==> src/hw/rtl/mbd_pkg.sv <==
// Shared types, constants and channel arithmetic for the mipmap box downsampler.
package mbd_pkg;

   // Pixel and channel geometry
   localparam int PIXEL_BITS    = 32;
   localparam int CHAN_BITS     = 8;
   localparam int CHAN_COUNT    = 4;
   localparam int CHAN_SUM_BITS = CHAN_BITS + 1;
   localparam int SUMS_BITS     = CHAN_SUM_BITS * CHAN_COUNT;
   localparam int BLOCK_BITS    = CHAN_SUM_BITS + 1;
   localparam int ALPHA_CHAN    = 3;

   // Alpha threshold and forced values
   localparam logic [CHAN_BITS-1:0] ALPHA_THRESHOLD = 8'd128;
   localparam logic [CHAN_BITS-1:0] ALPHA_OPAQUE    = 8'd255;
   localparam logic [CHAN_BITS-1:0] ALPHA_CLEAR     = 8'd0;

   // Configuration registers
   localparam int WIDTH_BITS     = 12;
   localparam int HEIGHT_BITS    = 13;
   localparam int ROW_BITS       = 12;
   localparam int CSR_DATA_BITS  = 13;
   localparam int CSR_INDEX_BITS = 1;
   localparam logic [WIDTH_BITS-1:0]  WIDTH_RESET  = 12'd2048;
   localparam logic [HEIGHT_BITS-1:0] HEIGHT_RESET = 13'd4096;
   localparam logic [HEIGHT_BITS-1:0] MAX_HEIGHT   = 13'd4096;
   localparam int DEF_MAX_WIDTH = 2048;

   // Register indexes on the configuration port
   localparam logic [CSR_INDEX_BITS-1:0] REG_SOURCE_WIDTH  = 1'd0;
   localparam logic [CSR_INDEX_BITS-1:0] REG_SOURCE_HEIGHT = 1'd1;

   typedef logic [PIXEL_BITS-1:0] pixel_type;
   typedef logic [SUMS_BITS-1:0]  sums_type;

   // A beat headed for the averaging stage
   typedef struct packed {
      logic     valid;
      logic     last;
      sums_type sums;
   } pipe_type;

   // Per-channel sums of two horizontally adjacent pixels, 9 bits per channel.
   function automatic sums_type pair_sums(input pixel_type a, input pixel_type b);
      sums_type packed_sums;
      packed_sums = '0;
      for (int c = 0; c < CHAN_COUNT; c++) begin
         packed_sums[c*CHAN_SUM_BITS +: CHAN_SUM_BITS] =
            CHAN_SUM_BITS'(a[c*CHAN_BITS +: CHAN_BITS]) +
            CHAN_SUM_BITS'(b[c*CHAN_BITS +: CHAN_BITS]);
      end
      return packed_sums;
   endfunction

   // Truncated mean of a 2x2 block from the upper and lower pair sums;
   // alpha is then forced fully opaque or fully clear.
   function automatic pixel_type block_mean(input sums_type upper, input sums_type lower);
      pixel_type              result;
      logic [BLOCK_BITS-1:0]  total;
      logic [CHAN_BITS-1:0]   mean;
      result = '0;
      for (int c = 0; c < CHAN_COUNT; c++) begin
         total = BLOCK_BITS'(upper[c*CHAN_SUM_BITS +: CHAN_SUM_BITS]) +
                 BLOCK_BITS'(lower[c*CHAN_SUM_BITS +: CHAN_SUM_BITS]);
         mean  = total[BLOCK_BITS-1:2];
         if (c == ALPHA_CHAN) begin
            mean = (mean >= ALPHA_THRESHOLD) ? ALPHA_OPAQUE : ALPHA_CLEAR;
         end
         result[c*CHAN_BITS +: CHAN_BITS] = mean;
      end
      return result;
   endfunction

endpackage

==> src/hw/rtl/mbd_reduce.sv <==
// Averaging stage and output register for the reduced pixels.
module mbd_reduce (
   input  logic                clock,
   input  logic                reset,
   input  mbd_pkg::pipe_type   pipe,
   input  mbd_pkg::sums_type   line_rdata,
   input  logic                rsp_ready,
   output logic                take,
   output logic                rsp_valid,
   output mbd_pkg::pixel_type  rsp_pixel_out,
   output logic                rsp_last_of_frame
);

   logic               s1_valid_ff, s1_valid_in;
   logic               s1_last_ff;
   mbd_pkg::sums_type  s1_sums_ff;
   logic               rsp_valid_ff, rsp_valid_in;
   mbd_pkg::pixel_type rsp_pixel_ff;
   logic               rsp_last_ff;
   logic               out_free, advance;

   // The stage moves on whenever the output register is empty or being drained.
   always_comb begin
      out_free     = !rsp_valid_ff || rsp_ready;
      advance      = s1_valid_ff && out_free;
      take         = !s1_valid_ff || out_free;
      s1_valid_in  = take ? pipe.valid : s1_valid_ff;
      if (advance) begin
         rsp_valid_in = 1'b1;
      end else if (rsp_ready) begin
         rsp_valid_in = 1'b0;
      end else begin
         rsp_valid_in = rsp_valid_ff;
      end
   end

   // Valid flags
   always_ff @(posedge clock) begin
      if (reset) begin
         s1_valid_ff  <= 1'b0;
         rsp_valid_ff <= 1'b0;
      end else begin
         s1_valid_ff  <= s1_valid_in;
         rsp_valid_ff <= rsp_valid_in;
      end
   end

   // Lower pair sums are registered alongside the line store read data.
   always_ff @(posedge clock) begin
      if (take && pipe.valid) begin
         s1_sums_ff <= pipe.sums;
         s1_last_ff <= pipe.last;
      end
   end

   // Block mean into the output register.
   always_ff @(posedge clock) begin
      if (advance) begin
         rsp_pixel_ff <= mbd_pkg::block_mean(line_rdata, s1_sums_ff);
         rsp_last_ff  <= s1_last_ff;
      end
   end

   assign rsp_valid         = rsp_valid_ff;
   assign rsp_pixel_out     = rsp_pixel_ff;
   assign rsp_last_of_frame = rsp_last_ff;

endmodule
==> config.mk <==
export PLATFORM = sky130hd
export DESIGN_NAME = mbd_reduce
export DESIGN_NICKNAME = d
export VERILOG_FILES = /design/src/hw/rtl/mbd_pkg.sv /design/src/hw/rtl/mbd_reduce.sv
export SDC_FILE = /design/constraint.sdc
export NUM_CORES = 1
export LEC_CHECK = 0
export ABC_CLOCK_PERIOD_IN_PS = 2900
export BUFFER_PORTS_ARGS = -buffer_cell sky130_fd_sc_hd__buf_2
export CORE_MARGIN = 4
export CORE_UTILIZATION = 50
export CTS_CLUSTER_SIZE = 40
export DETAILED_ROUTE_END_ITERATION = 10
export GPL_ROUTABILITY_DRIVEN = 1
export PLACE_DENSITY = 0.9
export RECOVER_POWER = 100
export SLEW_MARGIN = 20
export SYNTH_ARGS = -nofsm -noshare
export SYNTH_HDL_FRONTEND = slang
export SYNTH_SLANG_ARGS = --single-unit
==> constraint.sdc <==
create_clock -name clock -period 2.9 [get_ports clock]
set_input_delay 0.87 -clock clock [delete_from_list [all_inputs] [get_ports clock]]
set_output_delay 0.87 -clock clock [all_outputs]
set_load 0.02 [all_outputs]
==> results by group <==
CTS
  – Postcts setup bufs: 0
  – CTS tree: done
  – Cts repair resizes: 0
  – Worst-Skew Late Latency: 0.32 ns
  – CTS H-tree lvls: 3
  – Clock sinks: 65
  – Cts hold-fix bufs: 0
  – Root Buffer: clkbuf_8
  – CTS clk-pin slew, worst paths: 0.07 ns
  – Bufs on Longest Clock Path: 2
  – CTS buffer count: 9

Synthesis
  – Synth Area in XOR/XNOR: 0.0445
  – Synth cell types: 37
  – Post-synth EDFFs: 63
  – Top-count cell post-synth: edfxtp_1
  – Cells after synthesis: 222
  – Synth warn: 0
  – Synthesized Nets: 331
  – Synth cell count leaders: edfxtp_1, ha_1, nor2_1
  – Leading area contributor after synthesis: edfxtp_1
  – Adder-Cell Fraction of Synth Area: 0.127
  – Largest family of logic cells by synthesized area: adder cells
  – Async SR Flop Fraction: 0
  – Mapped Area: 3150 sq um
  – Compound-Gate Fraction of Synth Area: 0.110
  – Top cell type's share of synthesized area: 0.601
  – Post-synthesis mux area share: 0
  – Sequential share of the synthesized area: 0.614
  – Synth area leaders: edfxtp_1, ha_1, xnor2_1, a21oi_1, buf_4
  – Mean post-synth cell area: 14.2 sq um
  – Yosys reg bits: 65
  – Synth Flop Type: edfxtp_1
  – Simple-Gate Fraction of Synth Area: 0.0767

Global route
  – First-pass GRT wire length: 9700 microns
  – Pin count of the biggest net entering global routing: 38
  – Grt ovf: 0
  – GRT Resource Usage Total: 0.166
  – Vias in the first global route: 2221
  – Number of antenna violations at the first check in global routing: 0

Critical path
  – Critical Path AT: 2.33 ns
  – CP Capture Type: flip-flop
  – Setup crit start kind: input pin
  – Crit path max fanout: 37
  – Path type of the worst setup path: in2reg
  – Critical Path RT: 2.82 ns
  – RR Startpoint: rsp_valid
  – CP startpoint: rsp_ready

Timing
  – RSZ-0062 raised after global routing: false
  – Max Transition Viols Final: 38
  – Hold Vio Cnt, Final: 0
  – Period minus WS final: 2.41 ns
  – Hold_ws: 0.429 ns
  – Clock Skew: 0.00765 ns
  – Worst slew margin: -0.0696
  – Setup TNS: 0 ns
  – Max Fclk: 415 MHz
  – Tcrit/Tclk final: 0.830
  – Worst Tran Pin Value: 1.60 ns
  – Final setup viols: 0

Floorplan
  – Die Y: 87.3 microns
  – Die area: 7630 sq um
  – Die W: 87.3 microns
  – Core area: 6030 sq um
  – Starting Density: 0.522
  – Cell row count: 28
  – Num ports: 112

Routing
  – Wire per inst: 14.8 microns
  – Vias/cell: 5.21
  – DRT iter0 DRCs: 47
  – DRC: 0
  – DR vias: 2179
  – Total Routed Length: 6190 microns
  – Detail Route Antenna Nets: 0
  – 1st-pass router iterations: 4

Pwr
  – Pwr per Cell Area: 584 nW/um^2
  – Total power: 2.26 mW
  – Static leakage: 1.62 nW
  – Peak VDD IR: 0.319 mV

Placed design
  – Number of port buffers: 111
  – Inst Count DP: 402
  – Gp weighted congestion: 0.825
  – Post-DP HPWL: 4750 microns

Final layout
  – Non-Filler Instances: 418
  – Seq. cell area: 1930 sq um
  – Footprint of the multi-input gates: 1100 sq um
  – Synthesis-to-layout area growth: 23.2%
  – # diodes: 0
  – Final-stage net count: 447
  – Layout cells sized above 1: 0.265
  – Number of fillers in the final layout: 461

Outcome
  – Outcome: finished with violations
  – Violated checks: max-capacitance violations, max-slew violations

Run
  – # Max-Cap Violations: 1

Worst hold path
  – Worst hold path class: reg2reg
  – Worst hold start: s1_last_ff
-- power breakdown --
part           switching (mW)  internal [mW]  total (mW)
clock                   0.318          0.442       0.760
combinational           0.215          0.153       0.368
sequential             0.0191           1.12        1.14
total                   0.551           1.71        2.26
-- metal layers --
metal / global-route usage / up-vias / wire (microns)
met2: 0.312 / 75 / 3350
met1: 0.176 / 995 / 2330
li1: - / 1097 / -
met4: 0.0656 / 0 / 97
met3: 0.0397 / 12 / 411
met5: 0 / - / 0
-- metrics by stage --
| step | util | setup WS [ns] | instance area, sq um |
|---|---|---|---|
| 6_report | 0.643 | 0.492 | 3880 |
| 5_1_grt | 0.643 | 0.260 | 3880 |
| 4_1_cts | 0.656 | 0.542 | 3950 |
| 3_5_place_dp | 0.623 | 0.507 | 3750 |
| 3_3_place_gp | 0.623 | 0.565 | 3750 |
| 2_1_floorplan | - | 0.363 | 3150 |
-- kinds of logic after synthesis --
family | count (synthesis)
DFF | 65
and+or+nand+nor | 46
xor gates and xnor gates | 16
AOI/OAI and AO/OA | 47
buffers and inverters | 16
adders and majority gates | 32
-- state kept, by name, indices dropped and copies added, names as in the netlist --
name,flops
rsp_pixel_out,25
s1_valid_ff,1
s1_last_ff,1
s1_sums_ff,36
rsp_last_of_frame,1
rsp_valid,1
-- final timing paths --
kind,to,slack (ns),depth (start not counted)
worst max-delay path,s1_sums_ff[20],0.49,4
worst min-delay path,rsp_last_of_frame,0.43,0
worst min register to register,rsp_last_of_frame,0.43,0
worst max register to register,s1_sums_ff[20],0.72,3
-- critical path, cell delays in order --
cell	delay, ns
buf_2	0.07
nor2b_1	0.07
nand2_1	0.09
and2_1	1.20
-- placed cells by master (no fill, tap or decap), types with 6 or more instances in the layout --
| cell | Yosys | layout |
|---|---|---|
| clkbuf_8 | 0 | 11 |
| a21o_1 | 6 | 6 |
| edfxtp_1 | 63 | 63 |
| clkbuf_1 | 0 | 39 |
| ha_1 | 32 | 32 |
| xnor2_1 | 11 | 11 |
| and3_1 | 5 | 6 |
| a211oi_1 | 5 | 6 |
| a21oi_1 | 11 | 12 |
| nand3_1 | 6 | 6 |
| nor2_1 | 12 | 12 |
| inv_1 | 9 | 9 |
| nand4_1 | 6 | 6 |
| buf_2 | 0 | 75 |
-- layout make-up --
| cell class | instances | share of cell area |
|---|---|---|
| inverters | 9 | 0.00871 |
| clock buffers | 13 | 0.0410 |
| multi-input cells | 141 | 0.285 |
| flip-flops and latches | 65 | 0.498 |
| clock inverters | 3 | 0.0103 |
| repair buffers | 112 | 0.133 |
| well taps | 75 | 0.0242 |
(Power assumes the default switching activity.)
