[src/hw/rtl/mbd_pkg.sv]
// Shared types, constants and channel arithmetic for the mipmap box downsampler.
package mbd_pkg;

   // Pixel and channel geometry
   localparam int PIXEL_BITS    = 32;
   localparam int CHAN_BITS     = 8;
   localparam int CHAN_COUNT    = 4;
   localparam int CHAN_SUM_BITS = CHAN_BITS + 1;
   localparam int SUMS_BITS     = CHAN_SUM_BITS * CHAN_COUNT;
   localparam int BLOCK_BITS    = CHAN_SUM_BITS + 1;
   localparam int ALPHA_CHAN    = 3;

   // Alpha threshold and forced values
   localparam logic [CHAN_BITS-1:0] ALPHA_THRESHOLD = 8'd128;
   localparam logic [CHAN_BITS-1:0] ALPHA_OPAQUE    = 8'd255;
   localparam logic [CHAN_BITS-1:0] ALPHA_CLEAR     = 8'd0;

   // Configuration registers
   localparam int WIDTH_BITS     = 12;
   localparam int HEIGHT_BITS    = 13;
   localparam int ROW_BITS       = 12;
   localparam int CSR_DATA_BITS  = 13;
   localparam int CSR_INDEX_BITS = 1;
   localparam logic [WIDTH_BITS-1:0]  WIDTH_RESET  = 12'd2048;
   localparam logic [HEIGHT_BITS-1:0] HEIGHT_RESET = 13'd4096;
   localparam logic [HEIGHT_BITS-1:0] MAX_HEIGHT   = 13'd4096;
   localparam int DEF_MAX_WIDTH = 2048;

   // Register indexes on the configuration port
   localparam logic [CSR_INDEX_BITS-1:0] REG_SOURCE_WIDTH  = 1'd0;
   localparam logic [CSR_INDEX_BITS-1:0] REG_SOURCE_HEIGHT = 1'd1;

   typedef logic [PIXEL_BITS-1:0] pixel_type;
   typedef logic [SUMS_BITS-1:0]  sums_type;

   // A beat headed for the averaging stage
   typedef struct packed {
      logic     valid;
      logic     last;
      sums_type sums;
   } pipe_type;

   // Per-channel sums of two horizontally adjacent pixels, 9 bits per channel.
   function automatic sums_type pair_sums(input pixel_type a, input pixel_type b);
      sums_type packed_sums;
      packed_sums = '0;
      for (int c = 0; c < CHAN_COUNT; c++) begin
         packed_sums[c*CHAN_SUM_BITS +: CHAN_SUM_BITS] =
            CHAN_SUM_BITS'(a[c*CHAN_BITS +: CHAN_BITS]) +
            CHAN_SUM_BITS'(b[c*CHAN_BITS +: CHAN_BITS]);
      end
      return packed_sums;
   endfunction

   // Truncated mean of a 2x2 block from the upper and lower pair sums;
   // alpha is then forced fully opaque or fully clear.
   function automatic pixel_type block_mean(input sums_type upper, input sums_type lower);
      pixel_type              result;
      logic [BLOCK_BITS-1:0]  total;
      logic [CHAN_BITS-1:0]   mean;
      result = '0;
      for (int c = 0; c < CHAN_COUNT; c++) begin
         total = BLOCK_BITS'(upper[c*CHAN_SUM_BITS +: CHAN_SUM_BITS]) +
                 BLOCK_BITS'(lower[c*CHAN_SUM_BITS +: CHAN_SUM_BITS]);
         mean  = total[BLOCK_BITS-1:2];
         if (c == ALPHA_CHAN) begin
            mean = (mean >= ALPHA_THRESHOLD) ? ALPHA_OPAQUE : ALPHA_CLEAR;
         end
         result[c*CHAN_BITS +: CHAN_BITS] = mean;
      end
      return result;
   endfunction

endpackage

[src/hw/rtl/mbd_scan.sv]
// Raster position tracking, configuration registers and line store requests.
module mbd_scan #(
   parameter int MAX_WIDTH = mbd_pkg::DEF_MAX_WIDTH,
   parameter int AW        = 10
) (
   input  logic                                 clock,
   input  logic                                 reset,
   input  logic                                 csr_write_enable,
   input  logic [mbd_pkg::CSR_INDEX_BITS-1:0]   csr_index,
   input  logic [mbd_pkg::CSR_DATA_BITS-1:0]    csr_write_data,
   input  logic                                 req_valid,
   input  logic                                 req_ready,
   input  mbd_pkg::pixel_type                   req_pixel_in,
   output logic                                 line_en,
   output logic                                 line_we,
   output logic [AW-1:0]                        line_addr,
   output mbd_pkg::sums_type                    line_wdata,
   output mbd_pkg::pipe_type                    pipe
);

   localparam int CW  = $clog2(MAX_WIDTH);
   localparam int MWB = $clog2(MAX_WIDTH + 1);
   localparam int EW  = (MWB > mbd_pkg::WIDTH_BITS) ? MWB : mbd_pkg::WIDTH_BITS;
   localparam int HW  = mbd_pkg::HEIGHT_BITS;
   localparam logic [EW-1:0] MAX_W = EW'(MAX_WIDTH);

   logic [mbd_pkg::WIDTH_BITS-1:0] width_ff;
   logic [HW-1:0]                  height_ff;
   logic [CW-1:0]                  col_ff;
   logic [mbd_pkg::ROW_BITS-1:0]   row_ff;
   mbd_pkg::pixel_type             left_ff;

   logic [EW-1:0] width_eff, width_even, col_wide;
   logic [HW-1:0] height_eff, height_even, row_wide;
   logic          col_wrap, row_wrap, last_col, last_row, accept;

   // Effective frame size: saturate, then round down to even for the final block.
   always_comb begin
      width_eff   = (EW'(width_ff) > MAX_W) ? MAX_W : EW'(width_ff);
      height_eff  = (height_ff > mbd_pkg::MAX_HEIGHT) ? mbd_pkg::MAX_HEIGHT : height_ff;
      width_even  = {width_eff[EW-1:1], 1'b0};
      height_even = {height_eff[HW-1:1], 1'b0};
      col_wide    = EW'(col_ff) + EW'(1);
      row_wide    = HW'(row_ff) + HW'(1);
      col_wrap    = col_wide >= width_eff;
      row_wrap    = row_wide >= height_eff;
      last_col    = (width_even != '0) && (EW'(col_ff) == width_even - EW'(1));
      last_row    = (height_even != '0) && (HW'(row_ff) == height_even - HW'(1));
   end

   assign accept = req_valid && req_ready;

   // Odd columns complete a pair: even rows store it, odd rows read the row above.
   always_comb begin
      line_wdata = mbd_pkg::pair_sums(left_ff, req_pixel_in);
      line_en    = accept && col_ff[0];
      line_we    = !row_ff[0];
      line_addr  = AW'(col_ff >> 1);
      pipe.valid = accept && col_ff[0] && row_ff[0];
      pipe.last  = last_col && last_row;
      pipe.sums  = line_wdata;
   end

   // Configuration registers and raster counters; a register write restarts the frame.
   always_ff @(posedge clock) begin
      if (reset) begin
         width_ff  <= mbd_pkg::WIDTH_RESET;
         height_ff <= mbd_pkg::HEIGHT_RESET;
         col_ff    <= '0;
         row_ff    <= '0;
      end else if (csr_write_enable) begin
         unique case (csr_index)
            mbd_pkg::REG_SOURCE_WIDTH: begin
               width_ff <= csr_write_data[mbd_pkg::WIDTH_BITS-1:0];
            end
            mbd_pkg::REG_SOURCE_HEIGHT: begin
               height_ff <= csr_write_data[HW-1:0];
            end
            default: begin
            end
         endcase
         col_ff <= '0;
         row_ff <= '0;
      end else if (accept) begin
         if (col_wrap) begin
            col_ff <= '0;
            row_ff <= row_wrap ? '0 : row_wide[mbd_pkg::ROW_BITS-1:0];
         end else begin
            col_ff <= col_wide[CW-1:0];
         end
      end
   end

   // The even-column pixel waits here for its right neighbor.
   always_ff @(posedge clock) begin
      if (accept && !col_ff[0]) begin
         left_ff <= req_pixel_in;
      end
   end

endmodule

[config.mk]
export PLATFORM = sky130hd
export DESIGN_NAME = mbd_scan
export DESIGN_NICKNAME = d
export VERILOG_FILES = /design/src/hw/rtl/mbd_pkg.sv /design/src/hw/rtl/mbd_scan.sv
export SDC_FILE = /design/constraint.sdc
export NUM_CORES = 1
export LEC_CHECK = 0
export BUFFER_PORTS_ARGS = -buffer_cell sky130_fd_sc_hd__clkbuf_2
export CELL_PAD_IN_SITES_DETAIL_PLACEMENT = 0
export CELL_PAD_IN_SITES_GLOBAL_PLACEMENT = 1
export CORE_MARGIN = 5
export CORE_UTILIZATION = 37
export DETAILED_ROUTE_END_ITERATION = 12
export GPL_ROUTABILITY_DRIVEN = 1
export PLACE_DENSITY = 0.75
export REMOVE_ABC_BUFFERS = 1
export SETUP_SLACK_MARGIN = 0.5
export SLEW_MARGIN = 20
export SYNTH_ARGS = -nofsm -noshare
export SYNTH_HDL_FRONTEND = slang
export SYNTH_SLANG_ARGS = --single-unit
[constraint.sdc]
create_clock -name clock -period 3.1 [get_ports clock]
set_input_delay 0.155 -clock clock [delete_from_list [all_inputs] [get_ports clock]]
set_output_delay 0.155 -clock clock [all_outputs]
set_load 0.1 [all_outputs]
==> impl_metrics.csv <==
group,metric,value,unit
timing,maxSlewViolCount,0,
cts,clk_pin_slew_worst_paths,60,ps
synthesis,yosysSeqAreaShare,31.1,%
timing,finalClockSkew,8.59,ps
synthesis,avgSynthCellArea,8.49,um2
setup_path,cp_top_family,"simple AND/OR/NAND/NOR gates",
place,place.gp.congestion,0.823,
floorplanning,fp.dieH,139,um
global_route,antenna_found_initial,0,
routing,wl_per_cell,16.2,um
synthesis,synth_edf_count,32,
routing,vias_per_cell,5.06,
routing,drc,0,
routing,drt_iter0_markers,226,
power,power_density,486,nW/um2
timing,fin_crit,2930,ps
timing,setup_viol,0,
cells_and_area,drive_above_1_share,42.0,%
setup_path,end_kind,"flop",
cells_and_area,synthToLayoutAreaGrowth,48.1,%
routing,vias,5826,
setup_path,timing.rr.start,"row_ff[1]$_SDFFE_PP0P_",
hold_path,min_from,"req_pixel_in[27]",
global_route,grt_max_degree,33,
timing,rsz0062_at_grt,"true",
setup_path,critPathRequiredTime,3380,ps
hold_path,holdCritPathClass,"input port to flop",
cells_and_area,final_cell_area,9150,um2
synthesis,synth_cell_types,60,
cts,cts_tree,"built",
cts,htree_levels,3,
flow_run,maxCapViolCount,0,
cells_and_area,nFillCells,1479,
cts,clock_latency,340,ps
cells_and_area,final_cells,1152,
routing,ant_nets,0,
synthesis,syn_inst,728,
place,placed_cells,1071,
place,dp_slack,-160,ps
synthesis,yosysWarnings,0,
floorplanning,dieArea,19400,um2
setup_path,critPathKind,"flop to flop",
floorplanning,rows,47,
cells_and_area,layout.nets,1044,
setup_path,cp_slowest_cell,"or4b_4",
timing,hold_viol,0,
floorplanning,die-width,139,um
place,dp_hpwl,13300,um
global_route,grt_pass1_wl,28600,um
setup_path,crit_chain,"ha_4, and3_4, and3_4, buf_6, xor2_1, ha_1, a21o_1, a21o_1, a21oi_2, o221a_4, or2_4, or4b_4, a21oi_2",
setup_path,slowest_delay,450,ps
global_route,overflow,0,
status,status,"finished, final reports clean",
power,p_total,4.45,mW
power,p_leak,4.02,nW
synthesis,synth_area,6180,um2
floorplanning,core_area,16500,um2
setup_path,r2r_cells,13,
routing,dr.pass1.iters,7,
cts,cts_root_buffer,"clkbuf_16",
global_route,grt.total_usage,17.9,%
synthesis,ys_ff_latch,80,
setup_path,r2r_end,"row_ff[2]$_SDFFE_PP0P_",
cells_and_area,diodes,0,
synthesis,ys.flop_type,"dfxtp_1",
setup_path,crit_arrival,3200,ps
timing,fmax,342,MHz
cts,clock-sinks,80,
timing,worstMarginPinSlew,686,ps
place,post_dp_cell_area,7190,um2
cells_and_area,layout_commonest_cell,"buf_4",
cts,cts_buffers,9,
cts,ctsLongestPathBuffers,2,
floorplanning,pin_count,137,
cells_and_area,multi_input_area,4360,um2
setup_path,path_buf_inv,1,
synthesis,synthArstFlopShare,0,%
timing,timing.hold.ws,17.9,ps
hold_path,holdPathStages,1,
setup_path,reg2reg_slack,170,ps
timing,finalCritPeriodShare,94.4,%
cells_and_area,final-seq-area,1950,um2
timing,fin_ws,173,ps
power,ir_drop,0.389,mV
setup_path,critPathMaxFanout,3,
cells_and_area,final_cell_mix,"109 x buf_4, 103 x clkbuf_2, 90 x nand2_1, 50 x a21oi_1, 45 x ha_1",
floorplanning,start_util,37.5,%
timing,relSlewSlack,54.1,%
hold_path,whs_endpoint,"left_ff[27]$_DFFE_PP_",
routing,wl,18600,um
global_route,grt_pass1_vias,5761,
place,port_buffers,136,
setup_path,crit_path_start_kind,"flop",
==> how the worst max path moves through the flow <==
stage | start | endpoint | slack [ps] | cells past startpoint
after detailed placement | row_ff[0]$_SDFFE_PP0P_ | row_ff[0]$_SDFFE_PP0P_ | -160 | 12
after floorplan | left_ff[24]$_DFFE_PP_ | line_wdata[33] | -1580 | 9
after CTS | row_ff[0]$_SDFFE_PP0P_ | row_ff[0]$_SDFFE_PP0P_ | 170 | 13
after global routing | height_ff[3]$_SDFFE_PP0P_ | row_ff[2]$_SDFFE_PP0P_ | 80 | 13
final | row_ff[1]$_SDFFE_PP0P_ | row_ff[2]$_SDFFE_PP0P_ | 170 | 13
after global placement | row_ff[0]$_SDFFE_PP0P_ | row_ff[0]$_SDFFE_PP0P_ | -150 | 12
==> area by class of cell <==
| cell class | count | area share [%] |
|---|---|---|
| multi-input combinational | 538 | 47.6 |
| tap | 220 | 3.01 |
| timing repair buffer | 266 | 23.3 |
| inverter | 32 | 1.31 |
| clock buffer | 11 | 2.65 |
| clock inverter | 5 | 0.889 |
| sequential | 80 | 21.3 |
==> state kept, by name (all words and copies together), names as in the netlist <==
signal,count
row_ff,12
width_ff,12
col_ff,11
left_ff,32
height_ff,13
==> cells in the mapped netlist (2+ instances only) <==
| library cell | n | area, um2 |
|---|---|---|
| nand2_1 | 97 | 364 |
| ha_1 | 62 | 776 |
| a21oi_1 | 57 | 285 |
| dfxtp_1 | 48 | 961 |
| buf_4 | 46 | 345 |
| nor2_1 | 38 | 143 |
| xnor2_1 | 38 | 333 |
| clkbuf_1 | 32 | 120 |
| edfxtp_1 | 32 | 961 |
| inv_1 | 32 | 120 |
| o21ai_0 | 32 | 160 |
| xor2_1 | 24 | 210 |
| nand3_1 | 23 | 115 |
| a21o_1 | 15 | 113 |
| nand2b_1 | 14 | 87.6 |
| nor3_1 | 14 | 70.1 |
| nor2b_1 | 11 | 68.8 |
| a22o_1 | 9 | 78.8 |
| and3_1 | 9 | 56.3 |
| a31oi_1 | 7 | 43.8 |
| o21a_1 | 7 | 52.6 |
| a211oi_1 | 5 | 37.5 |
| and2_1 | 5 | 31.3 |
| or2_2 | 5 | 31.3 |
| a21boi_0 | 4 | 30.0 |
| a22oi_1 | 4 | 30.0 |
| fa_1 | 4 | 80.1 |
| mux2i_1 | 4 | 40.0 |
| nor4_1 | 4 | 25.0 |
| nand3b_1 | 3 | 22.5 |
| nand4_1 | 3 | 18.8 |
| nand4b_1 | 3 | 26.3 |
| o211ai_1 | 3 | 22.5 |
| nor3b_1 | 2 | 15.0 |
| nor4b_1 | 2 | 17.5 |
| o2111ai_1 | 2 | 17.5 |
| o21bai_1 | 2 | 15.0 |
| o221ai_1 | 2 | 17.5 |
| o22ai_1 | 2 | 12.5 |
| o41ai_1 | 2 | 17.5 |
==> cell families after synthesis <==
kind of cell,synth area share (%)
mux,0.830
compound gates,17.0
xor+xnor,8.79
fa+ha+maj,13.9
flops,31.1
simple gates,18.9
buf+inv,9.54
==> layer usage <==
| metal | wire, um | track usage, % | part of all wire, % | up-vias |
|---|---|---|---|---|
| li1 | - | - | - | 2908 |
| met1 | 8370 | 23.4 | 45 | 2712 |
| met2 | 8800 | 29.5 | 47 | 182 |
| met3 | 1070 | 3.57 | 5.8 | 24 |
| met4 | 386 | 6.18 | 2.1 | 0 |
| met5 | 0 | 0 | 0 | - |
==> power by group <==
| part | internal [mW] | switching, mW |
|---|---|---|
| Clock | 0.728 | 0.446 |
| Sequential | 1.13 | 0.0244 |
| Combinational | 0.578 | 1.54 |
| Total | 2.44 | 2.01 |
==> stage by stage <==
step | util, % | TNS [ps]
floorplan | - | -65890
global placement | 43.7 | -1110
detailed placement | 43.7 | -1310
CTS | 50.9 | 0
global route | 55.6 | 0
finish | 55.6 | 0
==> timing repair <==
action	in CTS	in global routing
endpoints found under the hold margin	12	1
pin swaps	34	64
buffers inserted	28	22
cloned	0	2
hold buffers	12	1
resized for setup	131	144
endpoints found under the setup margin	53	58
Power figures use the tool's default switching activity.
